===== config.mk =====
export PLATFORM = sky130hd
export DESIGN_NAME = shsi_ctrl
export DESIGN_NICKNAME = d
export VERILOG_FILES = /design/src/hw/rtl/shsi_pkg.sv /design/src/hw/rtl/shsi_ctrl.sv
export SDC_FILE = /design/constraint.sdc
export NUM_CORES = 1
export LEC_CHECK = 0
export BUFFER_PORTS_ARGS = -buffer_cell sky130_fd_sc_hd__clkbuf_2
export CAP_MARGIN = 20
export CORE_ASPECT_RATIO = 1.25
export CORE_MARGIN = 4
export CORE_UTILIZATION = 35
export CTS_BUF_LIST = sky130_fd_sc_hd__clkbuf_4
export DETAILED_ROUTE_END_ITERATION = 6
export SETUP_SLACK_MARGIN = 0.15
export SYNTH_ARGS = -nofsm -noshare
export SYNTH_HDL_FRONTEND = slang
export SYNTH_SLANG_ARGS = --single-unit

===== constraint.sdc =====
create_clock -name i_clk -period 1.7 [get_ports i_clk]
set_input_delay 0.17 -clock i_clk [delete_from_list [all_inputs] [get_ports i_clk]]
set_output_delay 0.17 -clock i_clk [all_outputs]
set_load 0.02 [all_outputs]

===== src/hw/rtl/shsi_pkg.sv =====
// shsi_pkg: shared codes and controller/datapath interface structs
// for the string hash set insert block; no dependencies
package shsi_pkg;

    // result status codes
    localparam logic [1:0] ST_INSERTED  = 2'd0;
    localparam logic [1:0] ST_DUPLICATE = 2'd1;
    localparam logic [1:0] ST_COLLISION = 2'd2;

    // fixed field widths
    localparam int BUCKET_OUT_W = 10;
    localparam int PREV_OUT_W   = 11;
    localparam int CFG_W        = 11;
    localparam logic [CFG_W-1:0] CFG_RESET = 11'd1024;

    // controller to datapath commands
    typedef struct packed {
        logic       clr;      // clear one occupancy entry
        logic       take;     // take a name byte into the hash and buffer
        logic       div;      // one reduction step
        logic       look;     // read bucket occupancy and length
        logic       claim;    // store into a free bucket
        logic       copy_wr;  // write one copied byte
        logic       inc;      // advance byte index
        logic       set_st;   // record duplicate or collision
        logic [1:0] st;
        logic       emit;     // load the result register
    } t_cmd;

    // datapath to controller status
    typedef struct packed {
        logic clr_last;
        logic len_full;
        logic div_done;
        logic last_pend;
        logic used;
        logic len_eq;
        logic byte_eq;
        logic i_last;
        logic out_free;
    } t_stat;

endpackage


===== src/hw/rtl/shsi_ctrl.sv =====
// shsi_ctrl: sequencing state machine for the string hash set insert
// depends on shsi_pkg
module shsi_ctrl import shsi_pkg::*; (
    input  logic  i_clk,
    input  logic  i_rst_n,
    input  logic  i_valid,
    input  logic  i_last_byte,
    output logic  o_ready,
    input  t_stat i_stat,
    output t_cmd  o_cmd
);
    typedef enum logic [9:0] {
        S_CLEAR = 10'b0000000001,
        S_IDLE  = 10'b0000000010,
        S_DIV   = 10'b0000000100,
        S_LOOK  = 10'b0000001000,
        S_CHK   = 10'b0000010000,
        S_RD    = 10'b0000100000,
        S_CMP   = 10'b0001000000,
        S_CRD   = 10'b0010000000,
        S_CWR   = 10'b0100000000,
        S_DONE  = 10'b1000000000
    } t_state;

    t_state r_state, n_state;
    logic   acc;

    assign o_ready = (r_state == S_IDLE);
    assign acc     = i_valid && o_ready;

    // next state and commands
    always_comb begin
        n_state = r_state;
        o_cmd   = '0;
        unique case (r_state)
            S_CLEAR: begin
                o_cmd.clr = 1'b1;
                if (i_stat.clr_last) n_state = S_IDLE;
            end
            S_IDLE: begin
                if (acc) begin
                    if (!i_stat.len_full) begin
                        o_cmd.take = 1'b1;
                        n_state    = S_DIV;
                    end else if (i_last_byte) begin
                        n_state = S_LOOK;
                    end
                end
            end
            S_DIV: begin
                o_cmd.div = 1'b1;
                if (i_stat.div_done) n_state = i_stat.last_pend ? S_LOOK : S_IDLE;
            end
            S_LOOK: begin
                o_cmd.look = 1'b1;
                n_state    = S_CHK;
            end
            S_CHK: begin
                if (!i_stat.used) begin
                    o_cmd.claim = 1'b1;
                    n_state     = S_CRD;
                end else if (!i_stat.len_eq) begin
                    o_cmd.set_st = 1'b1;
                    o_cmd.st     = ST_COLLISION;
                    n_state      = S_DONE;
                end else begin
                    n_state = S_RD;
                end
            end
            S_RD: n_state = S_CMP;
            S_CMP: begin
                if (!i_stat.byte_eq) begin
                    o_cmd.set_st = 1'b1;
                    o_cmd.st     = ST_COLLISION;
                    n_state      = S_DONE;
                end else if (i_stat.i_last) begin
                    o_cmd.set_st = 1'b1;
                    o_cmd.st     = ST_DUPLICATE;
                    n_state      = S_DONE;
                end else begin
                    o_cmd.inc = 1'b1;
                    n_state   = S_RD;
                end
            end
            S_CRD: n_state = S_CWR;
            S_CWR: begin
                o_cmd.copy_wr = 1'b1;
                if (i_stat.i_last) begin
                    n_state = S_DONE;
                end else begin
                    o_cmd.inc = 1'b1;
                    n_state   = S_CRD;
                end
            end
            S_DONE: begin
                if (i_stat.out_free) begin
                    o_cmd.emit = 1'b1;
                    n_state    = S_IDLE;
                end
            end
            default: n_state = S_IDLE;
        endcase
    end

    // state register
    always_ff @(posedge i_clk) begin
        if (!i_rst_n) begin
            r_state <= S_CLEAR;
        end else begin
            r_state <= n_state;
        end
    end
endmodule


Word level (Yosys, flattened, before mapping)

Index checks and enable logic that the tools add are counted.

Bits in registers: 10

Eq/ne operators: 15
Multiplexer cells: 32
Reduce and logical (&&, ||, !) cells: 2

Operators with widths:

| operator                                               | count |
|---|---|
| two-way mux 10 bit                                     | 11 |
| case mux 10 bit (10 select lines)                      | 1 |
| two-way mux 1 bit                                      | 13 |
| two-way mux 3 bit                                      | 4 |
| equality test 10 x 1 -> 1 bit (second input constant)  | 1 |
| equality test 10 bit (second input constant)           | 1 |
| equality test 10 x 2 -> 1 bit (second input constant)  | 1 |
| equality test 10 x 3 -> 1 bit (second input constant)  | 1 |
| equality test 10 x 4 -> 1 bit (second input constant)  | 1 |
| equality test 10 x 5 -> 1 bit (second input constant)  | 1 |
| equality test 10 x 6 -> 1 bit (second input constant)  | 1 |
| equality test 10 x 7 -> 1 bit (second input constant)  | 1 |
| equality test 10 x 8 -> 1 bit (second input constant)  | 1 |
| equality test 10 x 9 -> 1 bit (second input constant)  | 1 |
| inequality test 2 bit (second input constant)          | 3 |
| case mux 3 bit (2 select lines)                        | 1 |
| AND reduction 5 bit                                    | 1 |
| two-way mux 4 bit                                      | 1 |
| inequality test 3 bit (second input constant)          | 1 |
| inequality test 2 x 1 -> 1 bit (second input constant) | 1 |
| case mux 1 bit (2 select lines)                        | 1 |
| logical AND 1 bit                                      | 1 |

Longest topological paths before layout

Gate-level depths: netlist of the first run.

Word-level depth: 4
Depth in mapped cells: 7
Depth with buffers taken out: 5

Least setup slack after synthesis of the first run

OpenSTA, ideal clock, no wires.

Path type: reg-to-reg
From: register r_state[7]
To: register r_state[2]
Arrival time: 1.973 ns
Path slack: -0.331 ns
Stages on the path, launching flop included: 7
Buffers on the path: 1
Period minus slack after synthesis: 2.031 ns
Cells stage by stage: dfxtp_1 > buf_6 > or4_4 > nor4_1 > and3_1 > and3_1 > o21a_1

Cells in the longest elaborated chain, start to end: 4
Elaborated cells on any way between the ends: 18

Ends and longest elaborated chain:

| item                                     | RTL line         | RTL |
|---|---|---|
| start: declaration                       | shsi_ctrl.sv:25  | `t_state r_state, n_state;` |
| start signal: assignment                 | shsi_ctrl.sv:110 | `r_state <= n_state;` |
| equality test 10 x 2 -> 1 bit (*)        | shsi_ctrl.sv:28  | `assign o_ready = (r_state == S_IDLE);` |
| via o_ready                              | shsi_ctrl.sv:8   | `output logic o_ready,` |
| logical AND 1 bit                        | shsi_ctrl.sv:29  | `assign acc = i_valid && o_ready;` |
| inequality test 2 x 1 -> 1 bit (no line) | n/a              |  |
| AND reduction 5 bit (no line)            | n/a              |  |

The timed path passes the listed nets; every way through them passes the cells marked *.
A chain may end at the register's enable or synchronous reset.

==> summary.txt, run 1 <==
Run status
  • Outcome: finished with violations
  • Failing checks: setup timing

Clock tree
  • Root Buffer: clkbuf_4
  • CTS tree: built
  • Num CTS Buffers: 3
  • Clk buf depth: 2
  • Clock sink total: 10
  • H-Tree Depth: 1
  • Clk pin slew, worst setup/hold paths: approximately 0.070 ns
  • Worst skew pair latency: 0.27 ns

Yosys
  • Predominant post-synthesis flop cell: dfxtp_1
  • Cell Area, Synth: ~690 sq um
  • Adder-cell share of the synthesized area: 0
  • Synth Area in Compound Gates: 0.175
  • Post-synthesis mux area share: 0
  • Synth warn: 0
  • Post-synthesis xor/xnor area fraction: 0.0255
  • Mapped Cells: 87
  • Combinational family with the most area after synthesis: simple AND/OR/NAND/NOR gates
  • Post-synth EDFFs: 0
  • Async SR Flop Fraction: 0
  • Library cells used by synthesis: 34
  • Sequential-to-total area share from yosys stat: 0.291
  • Syn_nets: 100
  • Post-synthesis simple-gate area fraction: 0.442
  • Seq cells post-synth: 10
  • Syn_area_per_cell: between 7 and 8 sq um

Worst setup path
  • Worst-path cell chain: or4_4 -> nor4b_4 -> nand3b_1 -> a21oi_4 -> buf_8
  • Worst reg2reg path startpoint: r_state[5]
  • Worst setup SP type: register
  • Cell at the slowest stage of the critical path: or4_4
  • Critical Path Source: r_state[5]
  • Critical Path Fanout Max: 3
  • CP Data Required Time: around 1.5 ns
  • Combined buffer and inverter count along the critical path: 1
  • Crit path max-delay family: simple AND/OR/NAND/NOR gates
  • Crit path DAT: 1.97 ns
  • Worst setup EP type: output port
  • CP max stage delay: 0.58 ns
  • Crit Path Class: reg -> out

Die
  • Die ar.: between 2000 and 3000 sq um
  • Core area: between 1500 and 2000 sq um
  • I/O Pins: 25
  • Die Height: ~58 um
  • Die Width: roughly 48 um
  • FP Rows: 17
  • Starting Density: 0.381

Placement
  • Dpl hpwl: 1.60 mm
  • Routability cong.: 0.792
  • Pre-CTS setup slack: -0.203 ns
  • Number of port buffers: 24
  • Placed Instances: ~150

Layout
  • Layout Nets: ~170
  • Area delta synth->final: 116%
  • Most frequent cells in the layout: buf_4, buf_6, clkbuf_2, nor2_1
  • Commonest non-fill, non-tap cell in the layout: buf_4
  • Antenna fix cells: 0
  • Share of layout cells above drive strength 1: 0.660
  • Max reg flops: 10
  • Largest regs: r_state: 10 flops
  • Post-Layout Cell Count: between 150 and 200
  • Largest Register: r_state

Min path
  • Hold path start: i_rst_n
  • Min-delay worst type: in -> reg

Drt
  • Routed WL: around 2.8 mm
  • Vias post-DR: ~950
  • Vias per cell: ~5.5
  • # DRC: 0
  • Routed len/inst: between 15 and 20 um
  • DRT iter0 DRCs: 18
  • Routed Antenna Nets: 0
  • Pre-Repair DR Iteration Count: 6

Global routing
  • Antenna violations before repair: 0
  • Largest net degree at the start of global routing: 10
  • GRT overflow: 0
  • First-pass GRT wire length: ~4 mm
  • GRT Overall Usage: 0.200
  • Vias in the first global route: between 900 and 1k

STA
  • Fin. max-slew vios: 0
  • Worst setup margin: -0.445 ns
  • Peak Freq: around 470 MHz
  • Max transition margin: 0.759
  • Final min period: around 2.1 ns
  • Clock Skew: approximately 0.012 ns
  • Fin Hold WS: roughly 0.14 ns
  • Final setup viols: 18
  • Worst Tran Pin Value: approximately 0.36 ns
  • Crit share post-route: 1.26
  • Final hold vios: 0
  • RSZ-0062 raised after global routing: true
  • TNS Setup: -3.99 ns

Run
  • Number of max-cap violations: 0

Pwr
  • Leak Pwr: ~0.68 nW
  • Peak VDD IR: approximately 0.00037 V
  • Power per cell area: 433 nW/um^2
## cell usage after synthesis (2+ instances only)
cell type   n  area share
a21oi_1     4       0.029
and3_1      2       0.018
buf_6       2       0.033
dfxtp_1    10        0.29
inv_1       5       0.027
nand2_1     2       0.011
nand3_1     3       0.022
nand3b_1    5       0.055
nand4_1     2       0.018
nor2_1     13       0.071
nor3_1      5       0.036
nor3b_1     2       0.022
nor4_1      3       0.027
nor4b_1     2       0.025
o21a_1      3       0.033
o21ai_0     5       0.036
xor2_1      2       0.025
## layout make-up
cell class | instances | area (sq um)
Clock buffer | 3 | 22.5
Clock inverter | 1 | 3.75
Fill cell | 103 | 323
Inverter | 5 | 18.8
Multi-Input combinational cell | 69 | 618
Sequential cell | 10 | 215
Tap cell | 19 | 23.8
Timing Repair Buffer | 65 | 583
## cell families (layout without fill, tap and decap cells)
| logic type | after synthesis | in the layout |
|---|---|---|
| AOI/OAI and AO/OA | 18 | 18 |
| and+or+nand+nor | 49 | 49 |
| DFF | 10 | 10 |
| xor gates and xnor gates | 2 | 2 |
| buffers and inverters | 8 | 74 |
## routing by layer
metal,routed length [um],share of wire,up-vias,GRT usage
li1,-,-,460,-
met1,986,0.36,461,0.206
met2,1640,0.60,24,0.356
met3,91,0.033,4,0.0315
met4,35,0.013,0,0.115
met5,0,0,-,0
## repair_timing
item	4_1_cts	5_1_grt
buffers inserted	13	7
hold buffers	0	0
setup endpoints to repair	21	21
pin swaps	8	18
gates resized for setup	41	40
## worst reg2reg max path, cell delays in order, from the launching register on
cell and delay, ns:
dfxtp_2 0.32, or4_4 0.58, nor4_4 0.21, buf_4 0.16, buf_6 0.08, buf_6 0.08
buf_6 0.08, buf_6 0.08, buf_6 0.08, buf_6 0.08, a41oi_2 0.10, nor3_1 0.15
## path summary, 6_finish.rpt
check	endpoint	slack [ns]	cells past startpoint
worst max-delay path	o_cmd[4]	-0.44	5
worst min-delay path	r_state[9]	0.14	2
worst max register to register	r_state[3]	-0.37	11
worst min register to register	r_state[5]	0.62	2
## metrics by stage
stage	total power (W)	util	cell area (sq um)
floorplan	0.000320	-	734
global placement	0.000376	0.558	1010
detailed placement	0.000379	0.558	1010
CTS	0.000593	0.720	1300
global route	0.000675	0.821	1490
finish	0.000643	0.821	1490
## where the power goes
group | total [W] | internal, W | switching, W
combinational | 0.000231 | 0.000134 | 0.0000973
clock | 0.000164 | 0.0000845 | 0.0000790
sequential | 0.000248 | 0.000238 | 0.0000109
(Power assumes the default switching activity.)
==> run 2, diff against run 1 <==
Settings changed: PLACE_DENSITY_LB_ADDON set to 0.25.
Clock period 1.7 ns to 2.4 ns, I/O delays scaled along.
==> run 2 against run 1 <==
The flow now finishes without violations. Design area shrank 40%. Sequential power shrank 27%. Global-route usage shrank 6.4 points. Routed wire length shrank 34%. Final cell count shrank 23%. Total power shrank 43%. Via count shrank 19%.
==> summary.txt, run 2 (synthesis results as in run 1) <==
Drt
  • Routed WL: 1.83 mm
  • Routed len/inst: between 10 and 15 um
  • Vias per cell: 5.83
  • DRT iter0 DRCs: 19
  • Pre-Repair DR Iteration Count: 4
  • Routed Antenna Nets: 0
  • Vias post-DR: roughly 770
  • # DRC: 0

Layout
  • Share of layout cells above drive strength 1: 0.345
  • Largest Register: r_state
  • Finished Cell Area: approximately 900 sq um
  • Largest regs: r_state: 10 flops
  • Area delta synth->final: 28.9%
  • Most frequent cells in the layout: clkbuf_2, nor2_1, dfxtp_1
  • Antenna fix cells: 0
  • Max reg flops: 10
  • Post-Layout Cell Count: approximately 130
  • Commonest non-fill, non-tap cell in the layout: clkbuf_2
  • Layout Nets: around 130

Die
  • Die ar.: 2740 sq um
  • FP Rows: 17
  • Die Width: 47.7 um
  • Core area: ~1800 sq um
  • I/O Pins: 25
  • Die Height: between 50 and 60 um
  • Starting Density: 0.381

Min path
  • Min-delay worst type: in -> reg

STA
  • RSZ-0062 raised after global routing: true
  • Final setup viols: 0
  • Fin. max-slew vios: 0
  • Final hold vios: 0
  • Peak Freq: between 400 and 500 MHz
  • TNS Setup: 0 ns
  • Clock Skew: about 0.0023 ns
  • Crit share post-route: 0.949
  • Final min period: between 2 and 2.5 ns
  • Max transition margin: 0.595
  • Worst Tran Pin Value: about 0.6 ns

Pwr
  • Leak Pwr: between 0.4 and 0.5 nW
  • Peak VDD IR: between 0.0003 and 0.0004 V
  • Power per cell area: between 400 and 500 nW/um^2
  • Pwr Total: approximately 0.00037 W

Placement
  • Number of port buffers: 24
  • Routability cong.: about 0.81
  • Placed Instances: between 100 and 150
  • Area after DPL: just over 800 sq um
  • Dpl hpwl: between 1 and 1.5 mm

Run status
  • Outcome: complete, no violations

Worst setup path
  • Worst setup SP type: register
  • CP Data Required Time: ~2.2 ns
  • Most used cell, CP: and3_4
  • CP max stage delay: between 0.5 and 0.6 ns
  • Worst-path cell chain: or4_4 -> nor4_4 -> and3_4 -> and3_4 -> buf_4
  • Cell at the slowest stage of the critical path: or4_4
  • Crit Path Class: reg -> out
  • Crit path DAT: between 2 and 2.5 ns
  • Worst setup EP type: output port
  • Critical Path Fanout Max: 7

Clock tree
  • Hold_buf cts: 0
  • CTS tree: built
  • Worst skew pair latency: roughly 0.27 ns
  • Clk pin slew, worst setup/hold paths: roughly 0.06 ns
  • Root Buffer: clkbuf_4
  • Clock sink total: 10
  • Num CTS Buffers: 3
  • H-Tree Depth: 1
  • Clk buf depth: 2

Global routing
  • Antenna violations before repair: 0
  • Vias in the first global route: about 660
  • GRT overflow: 0
  • GR Util met1: 0.171
  • Met3 GRT Util: 0.0189
  • Met2 Usage GRT: 0.203
  • Largest net degree at the start of global routing: 12
  • GRT Overall Usage: 0.137
  • First-pass GRT wire length: approximately 2.7 mm
  • Gr busiest metal: met2

Run
  • Number of max-cap violations: 0
run 2: changes by cell type in the layout (fill, tap and decap cells not counted), sizes merged:
cell,delta
buf,-45
clkbuf,+6
clkinv,-1
run 2: layout make-up:
cell class                      count  area [sq um]
Inverter                            5          18.8
Fill cell                         164           921
Sequential cell                    10           204
Clock buffer                        3          22.5
Multi-Input combinational cell     69           480
Tap cell                           19          23.8
Timing Repair Buffer               26           138
run 2: power breakdown:
group / internal, W / switching [W]
combinational: 0.0000353 / 0.0000372
clock: 0.0000579 / 0.0000556
sequential: 0.000170 / 0.0000108
run 2: repair_timing:
| item | 4_1_cts | 5_1_grt |
|---|---|---|
| gates resized for setup | 1 | 10 |
| setup endpoints to repair | 2 | 6 |
| pin swaps | 0 | 3 |
| buffers inserted | 0 | 2 |
run 2: per-layer routing:
layer / up-vias / share of wire
met5: - / 0
met4: 0 / 0.036
met3: 6 / 0.062
met2: 31 / 0.49
met1: 351 / 0.41
li1: 381 / -
run 2: final timing paths:
check                           depth (start not counted)          to  slack, ns       start
worst max register to register                          5  r_state[7]       0.41  r_state[6]
worst max-delay path                                    5    o_cmd[9]       0.12  r_state[6]
worst min register to register                          1  r_state[5]       0.56  r_state[7]
worst min-delay path                                    2  r_state[0]       0.19   i_stat[8]
run 2: critical path: cells and delay by family, from the launching register on:
family,cells,cell delay (ns)
buffers and inverters,1,0.13
AND/OR/NAND/NOR,4,1.29
flip-flops,1,0.34
run 2: per-stage QoR:
| step | hold slack (ns) | utilization | worst slack, ns |
|---|---|---|---|
| after floorplan | 0.338 | - | 0.337 |
| after global placement | 0.483 | 0.445 | 0.372 |
| after detailed placement | 0.480 | 0.445 | 0.328 |
| after CTS | 0.201 | 0.461 | 0.121 |
| after global routing | 0.203 | 0.491 | 0.0576 |
| final | 0.194 | 0.491 | 0.122 |
==> run 3, diff against run 2 <==
Settings changed: SETUP_SLACK_MARGIN 0.15 to unset, SLEW_MARGIN set to 0.
==> run 3 against run 2 <==
Sequential power about the same. Design area decreased by 6.1%. Routed wire length down 7.7%. Hold slack improved by 0.0028 ns. Non-clock buffer count is 2 lower. Clock skew barely moved. Clock power about the same. Clock-buffer cell count stayed put. Fmax is 0.14% higher. Total power decreased by 4.4%. Sequential share of layout area rose by 1.0 points. Critical path type unchanged.
==> summary.txt, run 3 (synthesis results as in run 1) <==
Worst setup path
  • Flop2flop setup slack: ~0.36 ns
  • Critical Path Fanout Max: 7
  • Crit Path Class: reg -> out
  • Worst setup EP type: output port
  • Worst reg2reg path startpoint: r_state[5]
  • Worst r2r dst: r_state[7]
  • R2r worst-path depth: 5
  • Worst setup SP type: register
  • Crit path DAT: ~2.0 ns
  • CP Data Required Time: roughly 2.2 ns

Layout
  • Post-Layout Cell Count: 130
  • Largest Register: r_state
  • Layout Nets: around 130
  • Finished Cell Area: ~830 sq um
  • Max reg flops: 10
  • Commonest non-fill, non-tap cell in the layout: clkbuf_2
  • Share of layout cells above drive strength 1: 0.279
  • Antenna fix cells: 0
  • # fillers: 173
  • Most frequent cells in the layout: clkbuf_2, nor2_1, dfxtp_1
  • Area delta synth->final: 21.1%
  • Largest regs: r_state: 10 flops

STA
  • Worst setup margin: ~0.13 ns
  • Worst Tran Pin Value: 0.538 ns
  • Final setup viols: 0
  • Fin. max-slew vios: 0
  • Crit share post-route: 0.948
  • Clock Skew: roughly 0.0019 ns
  • Final min period: roughly 2.3 ns
  • Peak Freq: between 400 and 500 MHz
  • Final hold vios: 0
  • Max transition margin: 0.638
  • TNS Setup: 0 ns
  • RSZ-0062 raised after global routing: false

Clock tree
  • Clk buf depth: 2
  • H-Tree Depth: 1
  • Worst skew pair latency: between 0.2 and 0.3 ns
  • Buffers inserted by post-CTS timing repair: 0
  • Clock sink total: 10
  • Hold_buf cts: 0
  • Num CTS Buffers: 3
  • Clk pin slew, worst setup/hold paths: about 0.06 ns
  • CTS tree: built
  • Root Buffer: clkbuf_4

Run status
  • Outcome: complete, no violations

Drt
  • Routed WL: 1.69 mm
  • Routed len/inst: between 10 and 15 um
  • Pre-Repair DR Iteration Count: 4
  • Vias per cell: about 5.7
  • Vias post-DR: approximately 740
  • # DRC: 0
  • Routed Antenna Nets: 0
  • DRT iter0 DRCs: 23

Global routing
  • GRT overflow: 0
  • GRT Overall Usage: 0.137
  • Largest net degree at the start of global routing: 12
  • Antenna violations before repair: 0
  • Vias in the first global route: 657
  • First-pass GRT wire length: 2.74 mm

Die
  • Die Width: roughly 48 um
  • Starting Density: 0.381
  • I/O Pins: 25
  • Die ar.: around 2700 sq um
  • Core area: between 1500 and 2000 sq um
  • Die Height: approximately 58 um
  • FP Rows: 17

Pwr
  • Leak Pwr: a little under 0.4 nW
  • Power per cell area: 421 nW/um^2
  • Peak VDD IR: around 0.00035 V

Run
  • Number of max-cap violations: 0

Placement
  • Area after DPL: 805 sq um
  • Number of port buffers: 24
  • Pre-CTS setup slack: around 0.33 ns
  • Placed Instances: 127
  • Dpl hpwl: roughly 1.3 mm
  • Routability cong.: 0.811

Min path
  • Min-delay worst type: in -> reg
  • Worst Hold End: r_state[0]
  • Hold depth: 2
  • Hold path start: i_stat[8]
-- run 3: changes by cell type in the layout (fill, tap and decap cells not counted) --
cell,previous run,this run
and3_1,0,2
and3_4,2,0
buf_4,3,0
clkbuf_2,23,24
dfxtp_1,7,10
dfxtp_2,3,0
nor3_1,4,5
nor3_2,1,0
nor4_2,0,1
nor4_4,1,0
nor4b_2,0,1
nor4b_4,1,0
-- run 3: worst max path at each step --
| stage | start | to | slack [ns] | cells after the start |
|---|---|---|---|---|
| 4_1_cts | r_state[5] | o_cmd[9] | 0.04 | 5 |
| 2_1_floorplan | r_state[7] | o_cmd[9] | 0.34 | 5 |
| 3_3_place_gp | r_state[5] | o_cmd[9] | 0.37 | 5 |
| 6_report | r_state[5] | o_cmd[4] | 0.13 | 5 |
| 3_5_place_dp | r_state[5] | o_cmd[9] | 0.33 | 5 |
| 5_1_grt | r_state[5] | o_cmd[4] | 0.009 | 5 |
-- run 3: power by group --
group	internal (W)	switching [W]
clock network	0.0000578	0.0000537
logic	0.0000266	0.0000345
registers	0.000170	0.00000807
total	0.000255	0.0000962
-- run 3: cell type report --
type | count | area (sq um) | share of cell area
multi-input combinational | 69 | 448 | 0.538
sequential | 10 | 200 | 0.240
timing repair buffer | 24 | 120 | 0.144
tap | 19 | 23.8 | 0.0285
clock buffer | 3 | 22.5 | 0.0270
inverter | 5 | 18.8 | 0.0225
-- run 3: what timing repair did --
| action | 4_1_cts | 5_1_grt |
|---|---|---|
| gates resized for setup | 0 | 1 |
| endpoints found under the hold margin | 0 | 0 |
| setup endpoints to repair | 0 | 1 |
-- run 3: per-stage QoR --
step	hold WS (ns)	power [W]	util
floorplan	0.338	0.000220	-
global placement	0.483	0.000241	0.445
detailed placement	0.480	0.000242	0.445
CTS	0.201	0.000353	0.457
global route	0.202	0.000366	0.461
finish	0.197	0.000351	0.461
-- run 3: per-layer routing --
| metal | global-route usage | share of wire |
|---|---|---|
| met5 | 0 | 0 |
| met3 | 0.0189 | 0.062 |
| met1 | 0.171 | 0.44 |
| met2 | 0.203 | 0.46 |
| met4 | 0.100 | 0.039 |
-- run 3: critical path, cell delays in order (launching register included) --
cell,delay [ns]
dfxtp_1,0.36
or4_4,0.57
nor4b_2,0.31
nand3b_1,0.18
a21oi_1,0.16
clkbuf_2,0.18
